## src/hw/rtl/assert_macros.svh

```systemverilog
// Assertion macros shared by the RTL of the LED strip frame generator.
`ifndef ASSERT_MACROS_SVH
`define ASSERT_MACROS_SVH
`ifndef SYNTH
`define ASSERT_CLK(lbl, clk, rst_n, prop) \
  lbl: assert property (@(posedge clk) disable iff (!rst_n) prop) else $error("%m failed");
`define ASSERT_NEVER(lbl, clk, rst_n, cond) \
  lbl: assert property (@(posedge clk) disable iff (!rst_n) !(cond)) else $error("%m failed");
`else
`define ASSERT_CLK(lbl, clk, rst_n, prop)
`define ASSERT_NEVER(lbl, clk, rst_n, cond)
`endif
`endif

```

## src/hw/rtl/lspfg_pkg.sv

```systemverilog
// Shared constants and types of the LED strip frame generator.
package lspfg_pkg;

  localparam int LED_TOTAL_DEF = 32;
  localparam int PAL_DEPTH_DEF = 16;

  localparam int CHAN_W      = 8;
  localparam int DELAY_W     = 16;
  localparam int LED_INDEX_W = 6;
  localparam int CFG_IDX_W   = 3;

  localparam int DIV_LANES = 3;
  localparam int DIV_W     = 16;
  localparam int DIVR_W    = 8;

  typedef logic [DIV_LANES-1:0][DIV_W-1:0]  div_lanes_t;
  typedef logic [DIV_LANES-1:0][DIVR_W-1:0] div_rem_t;

  localparam logic [1:0] FUNC_LOAD    = 2'd0;
  localparam logic [1:0] FUNC_RENDER  = 2'd1;
  localparam logic [1:0] FUNC_RESTART = 2'd2;
  localparam logic [1:0] FUNC_SPARE   = 2'd3;

  localparam logic [2:0] MODE_SOLID  = 3'd0;
  localparam logic [2:0] MODE_FLASH  = 3'd1;
  localparam logic [2:0] MODE_RIBBON = 3'd2;
  localparam logic [2:0] MODE_SCROLL = 3'd3;
  localparam logic [2:0] MODE_WIDE   = 3'd4;
  localparam logic [2:0] MODE_GRAD   = 3'd5;
  localparam logic [2:0] MODE_BANDS  = 3'd6;

  localparam logic [CFG_IDX_W-1:0] CFG_MODE       = 3'd0;
  localparam logic [CFG_IDX_W-1:0] CFG_PAL_LEN    = 3'd1;
  localparam logic [CFG_IDX_W-1:0] CFG_DIRECTION  = 3'd2;
  localparam logic [CFG_IDX_W-1:0] CFG_GRAD_STEPS = 3'd3;
  localparam logic [CFG_IDX_W-1:0] CFG_HOLD_DELAY = 3'd4;
  localparam logic [CFG_IDX_W-1:0] CFG_STEP_DELAY = 3'd5;

endpackage

```

## src/hw/rtl/lspfg_ram.sv

```systemverilog
// Simple memory with one write port and one registered read port.
module lspfg_ram #(
  parameter int DEPTH = 16,
  parameter int WIDTH = 24,
  parameter int AW    = (DEPTH > 1) ? $clog2(DEPTH) : 1
) (
  input  logic             clk,
  input  logic             wr_en,
  input  logic [AW-1:0]    waddr,
  input  logic [WIDTH-1:0] wdata,
  input  logic [AW-1:0]    raddr,
  output logic [WIDTH-1:0] rdata
);

  logic [WIDTH-1:0] mem [DEPTH];
  logic [WIDTH-1:0] rdata_r;

  always_ff @(posedge clk) begin
    if (wr_en) begin
      mem[waddr] <= wdata;
    end
    rdata_r <= mem[raddr];
  end

  assign rdata = rdata_r;

endmodule

```

## src/hw/rtl/lspfg_div.sv

```systemverilog
// Shared restoring divider with three lanes and a common divisor, one bit per cycle.
module lspfg_div (
  input  logic                            clk,
  input  logic                            rst_n,
  input  logic                            start,
  input  lspfg_pkg::div_lanes_t           dividend,
  input  logic [lspfg_pkg::DIVR_W-1:0]    divisor,
  output logic                            busy,
  output lspfg_pkg::div_lanes_t           quot,
  output lspfg_pkg::div_rem_t             rem
);

  localparam int CNT_W = $clog2(lspfg_pkg::DIV_W + 1);

  logic                         busy_r;
  logic [CNT_W-1:0]             cnt_r;
  logic [lspfg_pkg::DIVR_W-1:0] d_r;
  lspfg_pkg::div_lanes_t        q_r;
  lspfg_pkg::div_rem_t          r_r;
  lspfg_pkg::div_lanes_t        q_nxt;
  lspfg_pkg::div_rem_t          r_nxt;

  always_comb begin
    logic [lspfg_pkg::DIVR_W:0] t;
    for (int l = 0; l < lspfg_pkg::DIV_LANES; l++) begin
      t = {r_r[l], q_r[l][lspfg_pkg::DIV_W-1]};
      if (t >= {1'b0, d_r}) begin
        r_nxt[l] = lspfg_pkg::DIVR_W'(t - {1'b0, d_r});
        q_nxt[l] = {q_r[l][lspfg_pkg::DIV_W-2:0], 1'b1};
      end else begin
        r_nxt[l] = lspfg_pkg::DIVR_W'(t);
        q_nxt[l] = {q_r[l][lspfg_pkg::DIV_W-2:0], 1'b0};
      end
    end
  end

  always_ff @(posedge clk) begin
    if (!rst_n) begin
      busy_r <= 1'b0;
      cnt_r  <= '0;
    end else if (start) begin
      busy_r <= 1'b1;
      cnt_r  <= CNT_W'(lspfg_pkg::DIV_W);
    end else if (busy_r) begin
      cnt_r <= cnt_r - 1'b1;
      if (cnt_r == CNT_W'(1)) begin
        busy_r <= 1'b0;
      end
    end
  end

  always_ff @(posedge clk) begin
    if (start) begin
      q_r <= dividend;
      r_r <= '0;
      d_r <= divisor;
    end else if (busy_r) begin
      q_r <= q_nxt;
      r_r <= r_nxt;
    end
  end

  assign busy = busy_r;
  assign quot = q_r;
  assign rem  = r_r;

endmodule

```

## src/hw/rtl/led_strip_pattern_frame_generator.sv

```systemverilog
// Top level of the LED strip frame generator: sequencer, palette, frame buffer and divider.
//
// Input beats carry a function code and a palette colour. A load beat writes one palette
// entry and a restart beat clears the step; both are taken while idle. A render beat
// builds the frame for the current step in the frame buffer and then sends one output
// beat per LED in LED order, the final one marked with last_led, and advances the step.
// in_stall stays high from a render beat until its final output beat has been taken.
// Two divisions on the shared divider set the fade position and the band widths, each
// LED costs one frame buffer write and one output beat, the scroll mode adds palette
// reads for each LED, and every faded band or frame adds its products and its division
// on the divider.
// A stall on the output simply holds the current beat; the sequencer waits for it.
// Configuration writes are always taken (cfg_ready is high) and belong in idle time.
// Reset clears the step, the registers to their defaults and all handshake state; the
// palette holds nothing defined until written.
module led_strip_pattern_frame_generator #(
  parameter int LED_TOTAL     = lspfg_pkg::LED_TOTAL_DEF,
  parameter int PALETTE_DEPTH = lspfg_pkg::PAL_DEPTH_DEF
) (
  input  logic                                clk,
  input  logic                                rst_n,
  input  logic                                in_valid,
  output logic                                in_stall,
  input  logic [1:0]                          in_func,
  input  logic [3:0]                          in_palette_index,
  input  logic [lspfg_pkg::CHAN_W-1:0]        in_red_in,
  input  logic [lspfg_pkg::CHAN_W-1:0]        in_green_in,
  input  logic [lspfg_pkg::CHAN_W-1:0]        in_blue_in,
  output logic                                out_valid,
  input  logic                                out_stall,
  output logic [lspfg_pkg::LED_INDEX_W-1:0]   out_led_index,
  output logic [lspfg_pkg::CHAN_W-1:0]        out_red_out,
  output logic [lspfg_pkg::CHAN_W-1:0]        out_green_out,
  output logic [lspfg_pkg::CHAN_W-1:0]        out_blue_out,
  output logic [lspfg_pkg::DELAY_W-1:0]       out_frame_delay,
  output logic                                out_last_led,
  input  logic                                cfg_valid,
  output logic                                cfg_ready,
  input  logic [lspfg_pkg::CFG_IDX_W-1:0]     cfg_index,
  input  logic [lspfg_pkg::DELAY_W-1:0]       cfg_data
);

  localparam int N      = LED_TOTAL;
  localparam int PD     = PALETTE_DEPTH;
  localparam int LED_AW = (N > 1) ? $clog2(N) : 1;
  localparam int LED_CW = $clog2(N + 1);
  localparam int PAW    = $clog2(PD);
  localparam int LEN_W  = $clog2(PD + 1);
  localparam int TOT_W  = $clog2(PD * 255 + 1);
  localparam int COL_W  = 3 * lspfg_pkg::CHAN_W;
  localparam int CW     = lspfg_pkg::CHAN_W;

  typedef enum logic [4:0] {
    ST_IDLE, ST_DSTEP, ST_DSTEP_W, ST_DBAND, ST_DBAND_W, ST_INIT, ST_BAND, ST_CUR,
    ST_NXT, ST_MIX1, ST_MIX2, ST_DMIX, ST_DMIX_W, ST_WR, ST_EM_RD, ST_EM_LD, ST_EM_HOLD
  } state_t;

  state_t state_r;

  logic [2:0]                     mode_r;
  logic [4:0]                     pal_len_r;
  logic                           dir_r;
  logic [7:0]                     grad_steps_r;
  logic [lspfg_pkg::DELAY_W-1:0]  hold_delay_r;
  logic [lspfg_pkg::DELAY_W-1:0]  step_delay_r;

  logic [TOT_W-1:0]   step_r;
  logic [PAW-1:0]     cn_r;
  logic [7:0]         p_r;
  logic [LED_CW-1:0]  shortw_r;
  logic [LEN_W-1:0]   longb_r;
  logic [PAW-1:0]     off_r;
  logic [LEN_W-1:0]   band_r;
  logic [LED_AW-1:0]  waddr_r;
  logic [LED_CW-1:0]  pos_r;
  logic [LED_CW-1:0]  w_r;
  logic [COL_W-1:0]   cur_r;
  logic [COL_W-1:0]   nxt_r;
  logic [COL_W-1:0]   color_r;
  lspfg_pkg::div_lanes_t prod_r;
  lspfg_pkg::div_lanes_t sum_r;
  logic [lspfg_pkg::DELAY_W-1:0] delay_r;
  logic [LED_AW-1:0]  eidx_r;

  logic                          out_valid_r;
  logic [lspfg_pkg::LED_INDEX_W-1:0] out_led_index_r;
  logic [COL_W-1:0]              out_color_r;
  logic [lspfg_pkg::DELAY_W-1:0] out_delay_r;
  logic                          out_last_r;

  logic [LEN_W-1:0]      len_c;
  logic [7:0]            s_c;
  logic [LEN_W+7:0]      ls_prod;
  logic [TOT_W-1:0]      total_c;
  logic [TOT_W:0]        step_inc;
  logic [PAW-1:0]        nxt_off;
  logic [LED_CW-1:0]     width_c;
  logic                  mixing;
  logic                  black;
  logic                  e_last;
  logic [LEN_W-1:0]      sc_off;
  logic [LED_AW-1:0]     wstart_c;

  logic                  pal_we;
  logic [PAW-1:0]        pal_raddr;
  logic [COL_W-1:0]      pal_rdata;
  logic                  fb_we;
  logic [LED_AW-1:0]     fb_raddr;
  logic [COL_W-1:0]      fb_rdata;

  logic                  div_start;
  logic                  div_busy;
  lspfg_pkg::div_lanes_t div_dividend;
  logic [7:0]            div_divisor;
  lspfg_pkg::div_lanes_t div_quot;
  lspfg_pkg::div_rem_t   div_rem;

  always_comb begin
    if (pal_len_r == 5'd0) begin
      len_c = LEN_W'(1);
    end else if (32'(pal_len_r) > PD) begin
      len_c = LEN_W'(PD);
    end else begin
      len_c = LEN_W'(pal_len_r);
    end
    s_c     = (grad_steps_r == 8'd0) ? 8'd1 : grad_steps_r;
    ls_prod = (LEN_W+8)'(len_c) * (LEN_W+8)'(s_c);
    unique case (mode_r)
      lspfg_pkg::MODE_FLASH:                         total_c = TOT_W'({len_c, 1'b0});
      lspfg_pkg::MODE_RIBBON, lspfg_pkg::MODE_SCROLL: total_c = TOT_W'(len_c);
      lspfg_pkg::MODE_WIDE:                          total_c = TOT_W'(N);
      lspfg_pkg::MODE_GRAD, lspfg_pkg::MODE_BANDS:    total_c = TOT_W'(ls_prod);
      default:                                       total_c = TOT_W'(1);
    endcase
    step_inc = {1'b0, step_r} + 1'b1;
    nxt_off  = (off_r == PAW'(len_c - 1'b1)) ? '0 : off_r + 1'b1;
    case (mode_r)
      lspfg_pkg::MODE_SCROLL: width_c = LED_CW'(1);
      lspfg_pkg::MODE_WIDE, lspfg_pkg::MODE_BANDS:
        width_c = (band_r < longb_r) ? shortw_r + 1'b1 : shortw_r;
      default: width_c = LED_CW'(N);
    endcase
    mixing = ((mode_r == lspfg_pkg::MODE_GRAD) || (mode_r == lspfg_pkg::MODE_BANDS)) &&
             (p_r != 8'd0);
    black  = (mode_r == lspfg_pkg::MODE_FLASH) && step_r[0];
    e_last = (eidx_r == LED_AW'(N - 1));
    sc_off = len_c - LEN_W'(step_r);
    wstart_c = '0;
    if (mode_r == lspfg_pkg::MODE_WIDE) begin
      if (dir_r) begin
        wstart_c = LED_AW'(step_r);
      end else if (step_r != '0) begin
        wstart_c = LED_AW'(LED_CW'(N) - LED_CW'(step_r));
      end
    end
  end

  assign pal_we    = (state_r == ST_IDLE) && in_valid && (in_func == lspfg_pkg::FUNC_LOAD) &&
                     (32'(in_palette_index) < PD);
  assign pal_raddr = (state_r == ST_CUR) ? nxt_off : off_r;
  assign fb_we     = (state_r == ST_WR);
  assign fb_raddr  = ((state_r == ST_EM_HOLD) && !e_last) ? eidx_r + 1'b1 : eidx_r;

  always_comb begin
    div_start    = 1'b0;
    div_dividend = '0;
    div_divisor  = s_c;
    unique case (state_r)
      ST_DSTEP: begin
        div_start       = 1'b1;
        div_dividend[0] = lspfg_pkg::DIV_W'(step_r);
      end
      ST_DBAND: begin
        div_start       = 1'b1;
        div_dividend[0] = lspfg_pkg::DIV_W'(N);
        div_divisor     = 8'(len_c);
      end
      ST_DMIX: begin
        div_start    = 1'b1;
        div_dividend = sum_r;
      end
      default: begin
        div_start = 1'b0;
      end
    endcase
  end

  lspfg_ram #(.DEPTH(PD), .WIDTH(COL_W)) u_palette (
    .clk   (clk),
    .wr_en (pal_we),
    .waddr (PAW'(in_palette_index)),
    .wdata ({in_red_in, in_green_in, in_blue_in}),
    .raddr (pal_raddr),
    .rdata (pal_rdata)
  );

  lspfg_ram #(.DEPTH(N), .WIDTH(COL_W)) u_frame_buf (
    .clk   (clk),
    .wr_en (fb_we),
    .waddr (waddr_r),
    .wdata (color_r),
    .raddr (fb_raddr),
    .rdata (fb_rdata)
  );

  lspfg_div u_div (
    .clk      (clk),
    .rst_n    (rst_n),
    .start    (div_start),
    .dividend (div_dividend),
    .divisor  (div_divisor),
    .busy     (div_busy),
    .quot     (div_quot),
    .rem      (div_rem)
  );

  always_ff @(posedge clk) begin
    if (!rst_n) begin
      mode_r       <= lspfg_pkg::MODE_SOLID;
      pal_len_r    <= 5'd1;
      dir_r        <= 1'b0;
      grad_steps_r <= 8'd1;
      hold_delay_r <= '0;
      step_delay_r <= '0;
    end else if (cfg_valid) begin
      unique case (cfg_index)
        lspfg_pkg::CFG_MODE:       mode_r       <= cfg_data[2:0];
        lspfg_pkg::CFG_PAL_LEN:    pal_len_r    <= cfg_data[4:0];
        lspfg_pkg::CFG_DIRECTION:  dir_r        <= cfg_data[0];
        lspfg_pkg::CFG_GRAD_STEPS: grad_steps_r <= cfg_data[7:0];
        lspfg_pkg::CFG_HOLD_DELAY: hold_delay_r <= cfg_data;
        lspfg_pkg::CFG_STEP_DELAY: step_delay_r <= cfg_data;
        default: begin
        end
      endcase
    end
  end

  always_ff @(posedge clk) begin
    if (!rst_n) begin
      state_r     <= ST_IDLE;
      step_r      <= '0;
      out_valid_r <= 1'b0;
    end else begin
      unique case (state_r)
        ST_IDLE: begin
          if (in_valid) begin
            case (in_func)
              lspfg_pkg::FUNC_RENDER: begin
                step_r  <= (step_r >= total_c) ? '0 : step_r;
                state_r <= ST_DSTEP;
              end
              lspfg_pkg::FUNC_RESTART: step_r <= '0;
              default: begin
              end
            endcase
          end
        end
        ST_DSTEP: state_r <= ST_DSTEP_W;
        ST_DSTEP_W: begin
          if (!div_busy) begin
            cn_r    <= PAW'(div_quot[0]);
            p_r     <= div_rem[0];
            state_r <= ST_DBAND;
          end
        end
        ST_DBAND: state_r <= ST_DBAND_W;
        ST_DBAND_W: begin
          if (!div_busy) begin
            shortw_r <= LED_CW'(div_quot[0]);
            longb_r  <= LEN_W'(div_rem[0]);
            state_r  <= ST_INIT;
          end
        end
        ST_INIT: begin
          band_r  <= '0;
          pos_r   <= '0;
          waddr_r <= wstart_c;
          delay_r <= (black || mixing) ? step_delay_r : hold_delay_r;
          case (mode_r)
            lspfg_pkg::MODE_FLASH: off_r <= PAW'(step_r >> 1);
            lspfg_pkg::MODE_RIBBON: off_r <= PAW'(step_r);
            lspfg_pkg::MODE_SCROLL: begin
              if (!dir_r) begin
                off_r <= PAW'(step_r);
              end else begin
                off_r <= (step_r == '0) ? '0 : PAW'(sc_off);
              end
            end
            lspfg_pkg::MODE_GRAD, lspfg_pkg::MODE_BANDS: off_r <= cn_r;
            default: off_r <= '0;
          endcase
          state_r <= ST_BAND;
        end
        ST_BAND: begin
          w_r     <= width_c;
          state_r <= ST_CUR;
        end
        ST_CUR: begin
          if (black) begin
            color_r <= '0;
            state_r <= ST_WR;
          end else if (mixing) begin
            cur_r   <= pal_rdata;
            state_r <= ST_NXT;
          end else begin
            color_r <= pal_rdata;
            state_r <= ST_WR;
          end
        end
        ST_NXT: begin
          nxt_r   <= pal_rdata;
          state_r <= ST_MIX1;
        end
        ST_MIX1: begin
          for (int l = 0; l < lspfg_pkg::DIV_LANES; l++) begin
            prod_r[l] <= lspfg_pkg::DIV_W'(cur_r[COL_W-1-CW*l -: CW]) *
                         lspfg_pkg::DIV_W'(s_c - p_r);
          end
          state_r <= ST_MIX2;
        end
        ST_MIX2: begin
          for (int l = 0; l < lspfg_pkg::DIV_LANES; l++) begin
            sum_r[l] <= prod_r[l] + lspfg_pkg::DIV_W'(nxt_r[COL_W-1-CW*l -: CW]) *
                                    lspfg_pkg::DIV_W'(p_r);
          end
          state_r <= ST_DMIX;
        end
        ST_DMIX: state_r <= ST_DMIX_W;
        ST_DMIX_W: begin
          if (!div_busy) begin
            color_r <= {div_quot[0][CW-1:0], div_quot[1][CW-1:0], div_quot[2][CW-1:0]};
            state_r <= ST_WR;
          end
        end
        ST_WR: begin
          waddr_r <= (waddr_r == LED_AW'(N - 1)) ? '0 : waddr_r + 1'b1;
          pos_r   <= pos_r + 1'b1;
          w_r     <= w_r - 1'b1;
          if (w_r == LED_CW'(1)) begin
            band_r <= band_r + 1'b1;
            off_r  <= nxt_off;
            if (pos_r == LED_CW'(N - 1)) begin
              eidx_r  <= '0;
              state_r <= ST_EM_RD;
            end else begin
              state_r <= ST_BAND;
            end
          end
        end
        ST_EM_RD: state_r <= ST_EM_LD;
        ST_EM_LD: begin
          out_valid_r     <= 1'b1;
          out_led_index_r <= lspfg_pkg::LED_INDEX_W'(eidx_r);
          out_color_r     <= fb_rdata;
          out_delay_r     <= delay_r;
          out_last_r      <= e_last;
          state_r         <= ST_EM_HOLD;
        end
        ST_EM_HOLD: begin
          if (!out_stall) begin
            out_valid_r <= 1'b0;
            if (e_last) begin
              step_r  <= (step_inc >= {1'b0, total_c}) ? '0 : TOT_W'(step_inc);
              state_r <= ST_IDLE;
            end else begin
              eidx_r  <= eidx_r + 1'b1;
              state_r <= ST_EM_LD;
            end
          end
        end
        default: state_r <= ST_IDLE;
      endcase
    end
  end

  assign in_stall        = (state_r != ST_IDLE);
  assign cfg_ready       = 1'b1;
  assign out_valid       = out_valid_r;
  assign out_led_index   = out_led_index_r;
  assign out_red_out     = out_color_r[COL_W-1 -: CW];
  assign out_green_out   = out_color_r[COL_W-1-CW -: CW];
  assign out_blue_out    = out_color_r[CW-1:0];
  assign out_frame_delay = out_delay_r;
  assign out_last_led    = out_last_r;

`include "assert_macros.svh"

  `ASSERT_NEVER(a_out_only_when_busy, clk, rst_n, out_valid && !in_stall)
  `ASSERT_NEVER(a_div_no_restart, clk, rst_n, div_start && div_busy)
  `ASSERT_CLK(a_last_index, clk, rst_n, (out_valid && out_last_led) |-> (out_led_index == lspfg_pkg::LED_INDEX_W'(N - 1)))

endmodule

```

## config.mk

```make
export PLATFORM = sky130hd
export DESIGN_NAME = led_strip_pattern_frame_generator
export DESIGN_NICKNAME = d
export VERILOG_FILES = /design/src/hw/rtl/lspfg_pkg.sv /design/src/hw/rtl/lspfg_ram.sv /design/src/hw/rtl/lspfg_div.sv /design/src/hw/rtl/led_strip_pattern_frame_generator.sv
export VERILOG_INCLUDE_DIRS = /design/src /design/src/hw/rtl
export SDC_FILE = /design/constraint.sdc
export NUM_CORES = 2
export LEC_CHECK = 0
export ABC_AREA = 1
export CELL_PAD_IN_SITES_DETAIL_PLACEMENT = 1
export CELL_PAD_IN_SITES_GLOBAL_PLACEMENT = 2
export CORE_MARGIN = 8
export CORE_UTILIZATION = 44
export DETAILED_ROUTE_END_ITERATION = 7
export DONT_BUFFER_PORTS = 1
export GPL_TIMING_DRIVEN = 1
export HOLD_SLACK_MARGIN = 0.15
export PLACE_DENSITY = 0.89
export SETUP_SLACK_MARGIN = 0.3
export SYNTH_ARGS = -nofsm -noshare
export SYNTH_HDL_FRONTEND = slang
export SYNTH_SLANG_ARGS = --single-unit
```

## constraint.sdc

```tcl
create_clock -name clk -period 8.2 [get_ports clk]
set_clock_uncertainty 0.15 [all_clocks]
set_input_delay 2.46 -clock clk [delete_from_list [all_inputs] [get_ports clk]]
set_output_delay 2.46 -clock clk [all_outputs]
set_load 0.02 [all_outputs]
```

==> load_flow_metrics.sql <==
INSERT INTO impl_metrics (metric_group, metric, value, unit) VALUES
('worst_setup_path', 'cp.arrival', '7.78', 'ns'),
('min_path', 'holdCritStartpoint', 'u_frame_buf.rdata[17]', ''),
('floorplan', 'die_h', '452', 'um'),
('clocking', 'numCtsBuffers', '174', ''),
('cells_and_area', 'layout-drive-gt1-share', '0.0696', ''),
('worst_setup_path', 'critical_path.reg2reg.startpoint', 'grad_steps_r[2]', ''),
('cells_and_area', 'multi_input_comb_area', '30600', 'um2'),
('logic_synthesis', 'yosysMostFrequentCell', 'sky130_fd_sc_hd__edfxtp_1', ''),
('drt', 'postRouteAntennaNets', '0', ''),
('sta', 'setup_viols_final', '0', ''),
('clocking', 'clkSlewWorstSetupHoldPaths', '0.06', 'ns'),
('clocking', 'cts_repair_resize_count', '0', ''),
('logic_synthesis', 'postSynthNetCount', '8311', ''),
('drt', 'remaining_design_rule_violation_count', '0', ''),
('logic_synthesis', 'synth-seq-area-share', '0.570', ''),
('sta', 'max_slew.worst_pin.slew', '1.22', 'ns'),
('cells_and_area', 'nFillCells', '20063', ''),
('clocking', 'htree_num_levels', '4', ''),
('cells_and_area', 'ff_latch_area', '47700', 'um2'),
('worst_setup_path', 'worstSetupEndpointType', 'flip-flop', ''),
('drt', 'postRouteWirelength', '242000', 'um'),
('sta', 'report.final.hold_viol_count', '0', ''),
('clocking', 'cts_root_buf', 'sky130_fd_sc_hd__clkbuf_16', ''),
('worst_setup_path', 'worst_endpoint_required_time', '8.61', 'ns'),
('logic_synthesis', 'synth_largest_type_area_fraction', '0.536', ''),
('logic_synthesis', 'yosysWarnings', '0', ''),
('global_route', 'grt_remaining_overflow', '0', ''),
('drt', 'met2RoutedLength', '124000', 'um'),
('sta', 'layout_worst_path_cycle_share', '0.898', ''),
('logic_synthesis', 'yosys-top-cells-area', 'sky130_fd_sc_hd__edfxtp_1 54%, sky130_fd_sc_hd__fa_1 7.9%, sky130_fd_sc_hd__nand2_1 5.3%, sky130_fd_sc_hd__nand3_1 5.0%, sky130_fd_sc_hd__inv_1 4.6%', ''),
('floorplan', 'num_rows', '160', ''),
('logic_synthesis', 'ys_ff_latch', '1637', ''),
('clocking', 'cts_tree', 'built', ''),
('min_path', 'hold-path-endpoint', 'out_color_r[17]', ''),
('logic_synthesis', 'number_of_enable_type_register_cells_in_the_synthesized_netlist', '1492', ''),
('sta', 'setup_ws', '0.835', 'ns'),
('clocking', 'cts-hold-fix-buffers', '0', ''),
('drt', 'met3WireLength', '12000', 'um'),
('global_route', 'grt_first_pass_wirelength', '369000', 'um'),
('sta', 'finalMaxSlewViolations', '0', ''),
('power', 'design_power_total', '21.0', 'mW'),
('worst_setup_path', 'critPathLaunchType', 'flip-flop', ''),
('floorplan', 'die_area', '204000', 'um2'),
('status', 'run_status', 'finished clean', ''),
('drt', 'dr.pass1.iters', '6', ''),
('min_path', 'hold_path.class', 'reg -> reg', ''),
('cells_and_area', 'flow.area_growth_from_synthesis', '10.4', '%'),
('power', 'ir_worst_vdd', '0.000194', 'V'),
('global_route', 'grt_pass1_vias', '61343', ''),
('floorplan', 'start_util', '0.441', ''),
('worst_setup_path', 'cp_max_fo', '14', ''),
('logic_synthesis', 'synth.cells.most_frequent', '1,492 x sky130_fd_sc_hd__edfxtp_1, 1,190 x sky130_fd_sc_hd__nand2_1, 1,031 x sky130_fd_sc_hd__inv_1', ''),
('sta', 'finalWorstPathRequiredPeriod', '7.37', 'ns'),
('drt', 'drt-initial-drc-count', '4361', ''),
('worst_setup_path', 'timing.reg2reg.setup_slack', '0.83', 'ns'),
('worst_setup_path', 'worstRegToRegCells', '27', ''),
('sta', 'achievable-frequency', '136', 'MHz'),
('sta', 'rsz0062_at_grt', 'no', ''),
('drt', 'wl_per_cell', '23.7', 'um'),
('global_route', 'grt.total_usage', '0.233', ''),
('sta', 'worst_slew_margin_rel', '0.178', ''),
('drt', 'dr_top_layer', 'met4', ''),
('global_route', 'antenna_found_initial', '5', ''),
('logic_synthesis', 'post_synth_instance_area', '83700', 'um2'),
('floorplan', 'fp.coreArea', '190000', 'um2'),
('logic_synthesis', 'synth.lib_cells_used.distinct', '62', ''),
('clocking', 'numClockSinks', '1637', ''),
('placement', 'detailed_place_hpwl', '154000', 'um'),
('power', 'powerDensity', '227', 'nW/um2'),
('worst_setup_path', 'timing.setup.critical_path_class', 'reg -> reg', ''),
('floorplan', 'die_width', '452', 'um');
[registers in the layout, indices dropped and copies added, names as in the netlist, 24 cells and up]
| register | flops |
|---|---|
| color_r | 24 |
| u_frame_buf.mem | 768 |
| out_color_r | 24 |
| u_div.quot | 48 |
| u_div.rem | 24 |
| nxt_r | 24 |
| cur_r | 24 |
| sum_r | 48 |
| prod_r | 48 |
| u_palette.rdata | 24 |
| u_palette.mem | 384 |
| u_frame_buf.rdata | 24 |
[critical path, stage by stage (launching register included)]
cell                      delay [ns]
sky130_fd_sc_hd__dfxtp_1        0.35
sky130_fd_sc_hd__inv_1          0.17
sky130_fd_sc_hd__nand4_1        0.13
sky130_fd_sc_hd__nor4_1         0.20
sky130_fd_sc_hd__nor2_1         0.10
sky130_fd_sc_hd__ha_1           0.22
sky130_fd_sc_hd__fa_1           0.38
sky130_fd_sc_hd__or2_2          0.31
sky130_fd_sc_hd__nand2_1        0.07
sky130_fd_sc_hd__o21a_1         0.22
sky130_fd_sc_hd__or2_2          0.14
sky130_fd_sc_hd__nand2_1        0.26
sky130_fd_sc_hd__inv_1          0.61
sky130_fd_sc_hd__nand2_1        0.16
sky130_fd_sc_hd__fa_1           0.52
sky130_fd_sc_hd__fa_1           0.51
sky130_fd_sc_hd__fa_1           0.50
sky130_fd_sc_hd__inv_1          0.05
sky130_fd_sc_hd__fa_1           0.43
sky130_fd_sc_hd__ha_1           0.29
sky130_fd_sc_hd__ha_1           0.36
sky130_fd_sc_hd__a21oi_1        0.15
sky130_fd_sc_hd__o21ai_0        0.13
sky130_fd_sc_hd__a21oi_1        0.22
sky130_fd_sc_hd__nor2_1         0.08
sky130_fd_sc_hd__o21ai_0        0.15
sky130_fd_sc_hd__nand2_1        0.08
sky130_fd_sc_hd__xor2_1         0.14
[routing by layer]
metal | GRT usage | vias up
li1 | - | 25677
met2 | 0.417 | 1600
met1 | 0.283 | 29384
met3 | 0.0323 | 483
met4 | 0.0936 | 0
met5 | 0 | -
[power by group]
part | internal [mW] | total [mW] | leakage (nW) | switching [mW]
logic | 1.23 | 3.30 | 18.5 | 2.07
clock network | 4.66 | 8.11 | 2.89 | 3.45
registers | 9.40 | 9.55 | 14.7 | 0.154
[area by class of cell]
type                       instances  share of cell area
inverter                        1055              0.0431
tap                             2511              0.0340
clock buffer                     236              0.0529
antenna                            8            0.000217
multi-input combinational       4551               0.331
timing repair buffer             119              0.0105
sequential                      1637               0.517
clock inverter                    88              0.0113
[cell usage in the layout (no fill, tap or decap), drive strengths merged, types with 23 or more instances in the layout]
| master | synthesis | routed |
|---|---|---|
| nand4 | 23 | 23 |
| nand3 | 835 | 835 |
| clkbuf | 186 | 236 |
| fa | 329 | 329 |
| or2 | 325 | 325 |
| buf | 201 | 119 |
| xnor2 | 54 | 54 |
| nand2 | 1195 | 1195 |
| o211ai | 332 | 332 |
| nor3 | 35 | 35 |
| o21ai | 337 | 337 |
| ha | 298 | 298 |
| dfxtp | 145 | 145 |
| nor2 | 404 | 404 |
| xor2 | 83 | 83 |
| inv | 1046 | 1051 |
| a21oi | 167 | 167 |
| edfxtp | 1492 | 1492 |
| clkinv | 9 | 71 |
[logic make-up (layout without fill, tap and decap cells)]
logic type,after synthesis,count (layout),share of synthesized area
multiplexers,17,17,0.00227
other,2,10,0.0000898
XOR/XNOR,137,137,0.0143
AND/OR/NAND/NOR,2828,2828,0.152
flip-flops,1637,1637,0.570
buffers and inverters,1442,1498,0.0682
adder cells (fa/ha/maj),627,627,0.123
AO/OA/AOI/OAI,940,940,0.0698
[per-stage QoR]
stage	hold WS, ns	util	instance area [um2]	std cells
finish	0.254	0.487	92300	10205
global route	0.257	0.487	92300	10205
CTS	0.255	0.487	92300	10197
detailed placement	0.240	0.456	86400	9873
global placement	0.240	0.456	86400	9873
floorplan	0.236	-	83700	7630
[how the worst max path moves through the flow]
stage | start | to | cells past startpoint
after floorplan | grad_steps_r[1] | prod_r[45] | 30
after global placement | grad_steps_r[2] | prod_r[45] | 30
after detailed placement | grad_steps_r[2] | prod_r[45] | 30
after CTS | grad_steps_r[2] | prod_r[45] | 30
after global routing | grad_steps_r[3] | prod_r[45] | 27
final | grad_steps_r[2] | prod_r[45] | 27
Power figures use the tool's default switching activity.
